$ cat src/rtl/sliding_window_maximum_defines.svh
// ----------------------------------------------------------------------------
// Sliding window maximum: assertion macros
// Clocked assertion helpers, compiled out when ASSERT_OFF is defined.
// ----------------------------------------------------------------------------
`ifndef SLIDING_WINDOW_MAXIMUM_DEFINES_SVH
`define SLIDING_WINDOW_MAXIMUM_DEFINES_SVH

`ifndef ASSERT_OFF
// Property must hold at every clock edge outside reset
`define SWM_ASSERT(lbl, clk, rst_n, prop) \
  lbl: assert property (@(posedge clk) disable iff (!rst_n) prop) \
    else $error("sliding_window_maximum: assertion failed");
// Condition must never be true outside reset
`define SWM_ASSERT_NEVER(lbl, clk, rst_n, cond) \
  `SWM_ASSERT(lbl, clk, rst_n, !(cond))
`else
`define SWM_ASSERT(lbl, clk, rst_n, prop)
`define SWM_ASSERT_NEVER(lbl, clk, rst_n, cond)
`endif

`endif

$ cat src/rtl/swm_pkg.sv
`timescale 1ns / 1ps
// ----------------------------------------------------------------------------
// Sliding window maximum: package
// Shared widths, types, register codes and a helper function.
// ----------------------------------------------------------------------------
package swm_pkg;

  localparam int WindowMax  = 256;
  localparam int SampleBits = 16;
  localparam int PtrBits    = $clog2(WindowMax);
  localparam int PosBits    = PtrBits + 1;          // positions modulo 2*WindowMax
  localparam int CntBits    = $clog2(WindowMax + 1);
  localparam int WinBits    = 9;                    // window_size register width
  localparam int CmpBits    = (SampleBits > PosBits) ? SampleBits : PosBits;
  localparam int AddrBits   = 3;
  localparam int DataBits   = 32;

  // Register index codes (byte address 4*i)
  localparam logic RegWindowSize = 1'b0;

  // Sequencer states
  typedef enum logic [1:0] {
    StIdle,
    StFront,
    StBack,
    StResult
  } state_e;

  // Operating mode of the shared comparator
  typedef enum logic {
    CmpAge,
    CmpValue
  } cmp_mode_e;

  // One deque entry
  typedef struct packed {
    logic [PosBits-1:0]           pos;
    logic signed [SampleBits-1:0] value;
  } entry_t;

  // Access request to the deque store
  typedef struct packed {
    logic               we;
    logic [PtrBits-1:0] waddr;
    entry_t             wdata;
    logic [PtrBits-1:0] raddr;
  } store_req_t;

  // Window size as used: zero means one, above the store depth saturates
  function automatic logic [CntBits-1:0] eff_window(input logic [WinBits-1:0] ws);
    logic [CntBits-1:0] k;
    if (ws == '0) begin
      k = CntBits'(1);
    end else if (32'(ws) > WindowMax) begin
      k = CntBits'(WindowMax);
    end else begin
      k = CntBits'(ws);
    end
    return k;
  endfunction

endpackage

$ cat src/rtl/swm_cfg.sv
`timescale 1ns / 1ps
// ----------------------------------------------------------------------------
// Sliding window maximum: configuration registers
// APB-style register file holding window_size.
// ----------------------------------------------------------------------------
module swm_cfg (
  input  logic                          clk_i,
  input  logic                          rst_ni,
  input  logic                          psel,
  input  logic                          penable,
  input  logic                          pwrite,
  input  logic [swm_pkg::AddrBits-1:0]  paddr,
  input  logic [swm_pkg::DataBits-1:0]  pwdata,
  output logic [swm_pkg::DataBits-1:0]  prdata,
  output logic                          pready,
  output logic [swm_pkg::WinBits-1:0]   window_size_o
);
  import swm_pkg::*;

  logic [WinBits-1:0] window_size_q, window_size_d;
  logic               reg_idx;
  logic               wr;

  assign reg_idx = paddr[2];
  assign wr      = psel && penable && pwrite;

  // Write decode
  always_comb begin
    window_size_d = window_size_q;
    if (wr) begin
      unique case (reg_idx)
        RegWindowSize: window_size_d = pwdata[WinBits-1:0];
        default: ;
      endcase
    end
  end

  always_ff @(posedge clk_i or negedge rst_ni) begin
    if (!rst_ni) begin
      window_size_q <= WinBits'(3);
    end else begin
      window_size_q <= window_size_d;
    end
  end

  // Read decode
  always_comb begin
    unique case (reg_idx)
      RegWindowSize: prdata = DataBits'(window_size_q);
      default:       prdata = '0;
    endcase
  end

  assign pready        = 1'b1;
  assign window_size_o = window_size_q;

endmodule

$ cat config.mk
export PLATFORM = sky130hd
export DESIGN_NAME = swm_cfg
export DESIGN_NICKNAME = d
export VERILOG_FILES = /design/src/rtl/sliding_window_maximum_defines.svh /design/src/rtl/swm_pkg.sv /design/src/rtl/swm_cfg.sv
export SDC_FILE = /design/constraint.sdc
export NUM_CORES = 1
export LEC_CHECK = 0
export BUFFER_PORTS_ARGS = -buffer_cell sky130_fd_sc_hd__buf_2
export CAP_MARGIN = 5
export CORE_AREA = 2 2 47 49
export CTS_BUF_LIST = sky130_fd_sc_hd__clkbuf_4 sky130_fd_sc_hd__clkbuf_8
export DETAILED_ROUTE_END_ITERATION = 10
export DIE_AREA = 0 0 49 51
export PLACE_DENSITY = 0.83
export SYNTH_ARGS = -nofsm -noshare
export SYNTH_HDL_FRONTEND = slang
export SYNTH_SLANG_ARGS = --single-unit
$ cat constraint.sdc
create_clock -name clk_i -period 0.8 [get_ports clk_i]
set_input_delay 0.04 -clock clk_i [delete_from_list [all_inputs] [get_ports clk_i]]
set_output_delay 0.04 -clock clk_i [all_outputs]
set_load 0.01 [all_outputs]
Word-level counts from Yosys, hierarchy flattened
Cells that the tools add are included.

word-level totals
  register bits = 9
  input bits = 40
  output and inout bits = 42
  logic and storage cells = 6

cells by class
  mux-type cells = 1
  bitwise operators = 1
  reduce and logical (&&, ||, !) cells = 3

operator list
  kind                 count
  $mux W9              1
  $logic_and A1 B1 Y1  2
  $reduce_and A2 Y1    1
  $not A1 Y1           1

Logic depth before layout (Yosys ltp)
  depth in word-level cells = 3
  gate-level depth with buffers = 2
  gate-level depth less buffers = 2

Least setup slack after synthesis
Ideal clock, no wire load.

  kind = register to register
  start = reg window_size_o[2] (netlist name)
  end = reg window_size_q[2], in the netlist window_size_o[2]
  library setup time = 0.125 ns
  arrival time = 0.655 ns
  required time = 0.675 ns
  slack = 0.020 ns
  stages on the path, launching flop included = 2
  path buffers = 0
  clock period less this slack = 0.780 ns
  cell sequence = dfrtp_1 mux2_2

RTL lines
  element               RTL line       RTL
  to (signal assigned)  swm_cfg.sv:40  window_size_q <= WinBits'(3);
  to (signal assigned)  swm_cfg.sv:42  window_size_q <= window_size_d;
  to (decl)             swm_cfg.sv:20  logic [WinBits-1:0] window_size_q, window_size_d;

Worst setup path after layout
  start = reg window_size_q[1], in the netlist window_size_o[1]
  end = out prdata[1] (netlist name)

between the ends
  word-level cells in the longest chain between the ends = 1

ends and longest elaborated chain
  element    RTL line       RTL
  $mux W9    swm_cfg.sv:48  unique case (reg_idx)
  to (decl)  swm_cfg.sv:14  output logic [swm_pkg::DataBits-1:0] prdata,

No other way between the ends.

==> qor.yml <==
logic_synthesis:
  synth.area.top_cells: "buf_4 (29%), dfrtp_1 (28%), mux2_2 (16%)"
  ys_seq_area_share_pct: 36.8
  avgSynthCellArea_um2: 11.5
  synth_top_area_cell: "buf_4"
  netlist_instances: 54
  yosys.area.top_type_share_pct: 29.1
  synth_seq_cells: 9
  yosys_warnings: 0
  synth.distinct_cells: 7
  synth_area_um2: 619
cells_and_area:
  largest_reg_flops: 9
  drive_above_1_share_pct: 67.0
  fillerInstances: 185
  multi_input_area_um2: 320
  syn2layout_area_growth_pct: 54.9
  fin_nets: 138
  area.sequential_um2: 228
  n_antenna_cell: 0
timing:
  rsz0062_at_grt: "true"
  holdWs_ns: 0.0125
  tns_ns: -3.44
  fmax_mhz: 935
  fin_ws_ns: -0.270
  hold_viol_final: 0
  finalMaxSlewViolations: 0
  setup_viol: 25
  skew_ns: 0
  period_share_pct: 134
  min_period_ns: 1.07
global_routing:
  groute.usage.overall_pct: 12.4
  antenna_found_initial: 0
  grt_pass1_wl_um: 2270
  grt_max_degree: 10
  grt_pass1_vias: 503
  grt_overflow_total: 0
die:
  start_util_pct: 30.0
  dieHeight_um: 51
  core-area_mm2: 0.00206
  dieWidth_um: 49
  ios: 82
  rows: 17
  dieArea_mm2: 0.00250
power_and_ir_drop:
  leakagePower_nw: 0.547
  power.total_mw: 1.93
  p_per_area_mw_per_mm2: 2010
  vdd_drop_max_v: 0.000701
setup_path:
  cp_slowest_stage_delay_ns: 0.53
  path_cells: "and2b_2, buf_6"
  arrival_ns: 1.03
  critical_path.startpoint_type: "flip-flop"
  crit_slowest_cell: "dfstp_2"
  worst-path-max-fanout: 2
  required_ns: 0.76
  crit_type: "reg2out"
  critPathCaptureType: "output port"
run:
  maxCapViolCount: 0
clocking:
  cts.sinks: 9
  path_clk_slew_ns: 0.07
  clock_path_buffers: 2
  cts_buffers: 3
  root_buffer: "clkbuf_4"
  cts_tree: "built"
  clk_latency_ns: 0.26
  cts_max_level: 1
detailed_routing:
  drt-total-wl_um: 1430
  drt_first_pass_iters: 1
  drt-wirelength-per-cell_um: 11.4
  drc: 0
  vias: 460
  vias_per_cell: 3.68
  dr.first_iter.drc_count: 0
  ant_nets: 0
status:
  status: "complete, but fails checks"
  violations: "negative setup slack"
place:
  globalplace.congestion: 0.555
  dp_slack_ns: -0.0682
  portBuffers: 32
  place_hpwl_um: 891
worst_hold_path:
  worstHoldPathType: "in2reg"
==> final timing paths <==
check | from | end | slack [ns] | cells past startpoint
max | window_size_o[1]$_DFFE_PN1P_ | prdata[1] | -0.27 | 2
min | pwdata[3] | window_size_o[3]$_DFFE_PN0P_ | 0.01 | 2
max reg2reg | window_size_o[7]$_DFFE_PN0P_ | window_size_o[7]$_DFFE_PN0P_ | -0.09 | 2
min reg2reg | window_size_o[2]$_DFFE_PN0P_ | window_size_o[2]$_DFFE_PN0P_ | 0.53 | 1
max in group asynchronous | rst_ni | window_size_o[1]$_DFFE_PN1P_ | 0.40 | 2
min in group asynchronous | rst_ni | window_size_o[7]$_DFFE_PN0P_ | 0.16 | 2
==> what timing repair did <==
action | CTS | global route
gates resized for setup | 28 | 0
endpoints found under the setup margin | 18 | 25
hold buffers | 1 | 0
endpoints found under the hold margin | 9 | 0
buffers inserted | 7 | 0
==> layer usage <==
layer | wire length [um] | up-vias | global-route usage [%]
li1 | - | 209 | -
met1 | 474 | 222 | 10.4
met2 | 874 | 29 | 28.1
met3 | 79 | 0 | 2.92
met4 | 0 | 0 | 2.86
met5 | 0 | - | 0
==> cell families after synthesis <==
group         synth area share, %
simple gates                 16.6
flops                        36.8
other cells                  1.21
mux                          16.4
buf+inv                      29.1
==> critical path, delay by kind of cell (launching register included) <==
kind	cells	cell delay (ns)
flip-flops	1	0.53
AND/OR/NAND/NOR	1	0.15
buffers and inverters	1	0.10
==> Yosys cell counts <==
library cell,count
dfrtp_1,7
conb_1,2
buf_4,24
mux2_2,9
and2b_2,9
dfstp_2,2
nand4b_4,1
==> through the flow <==
step | area (um^2) | instances | utilization (%)
after CTS | 960 | 125 | 46.5
after global placement | 724 | 113 | 35.1
after floorplan | 702 | 76 | -
after detailed placement | 724 | 113 | 35.1
after global routing | 960 | 125 | 46.5
final | 960 | 125 | 46.5
==> power by group <==
group	internal, mW	leakage, nW	switching, mW
clock	0.184	0.0177	0.169
sequential	0.572	0.105	0.0628
combinational	0.589	0.425	0.350
==> final cells by class <==
type | instances | share of cell area, %
Clock buffer | 3 | 2.35
Sequential cell | 9 | 23.7
Timing Repair Buffer | 41 | 36.4
Multi-Input combinational cell | 43 | 33.4
Tap cell | 28 | 3.65
Clock inverter | 1 | 0.522
==> cell usage in the layout, fill, tap and decap left out, drive strengths merged <==
master	count
dfstp	2
mux2	9
dfrtp	7
dlygate4sd3	1
conb	24
buf	40
clkinv	1
and2b	9
clkbuf	3
nand4b	1
No activity file was read; power rests on OpenSTA's default activity.
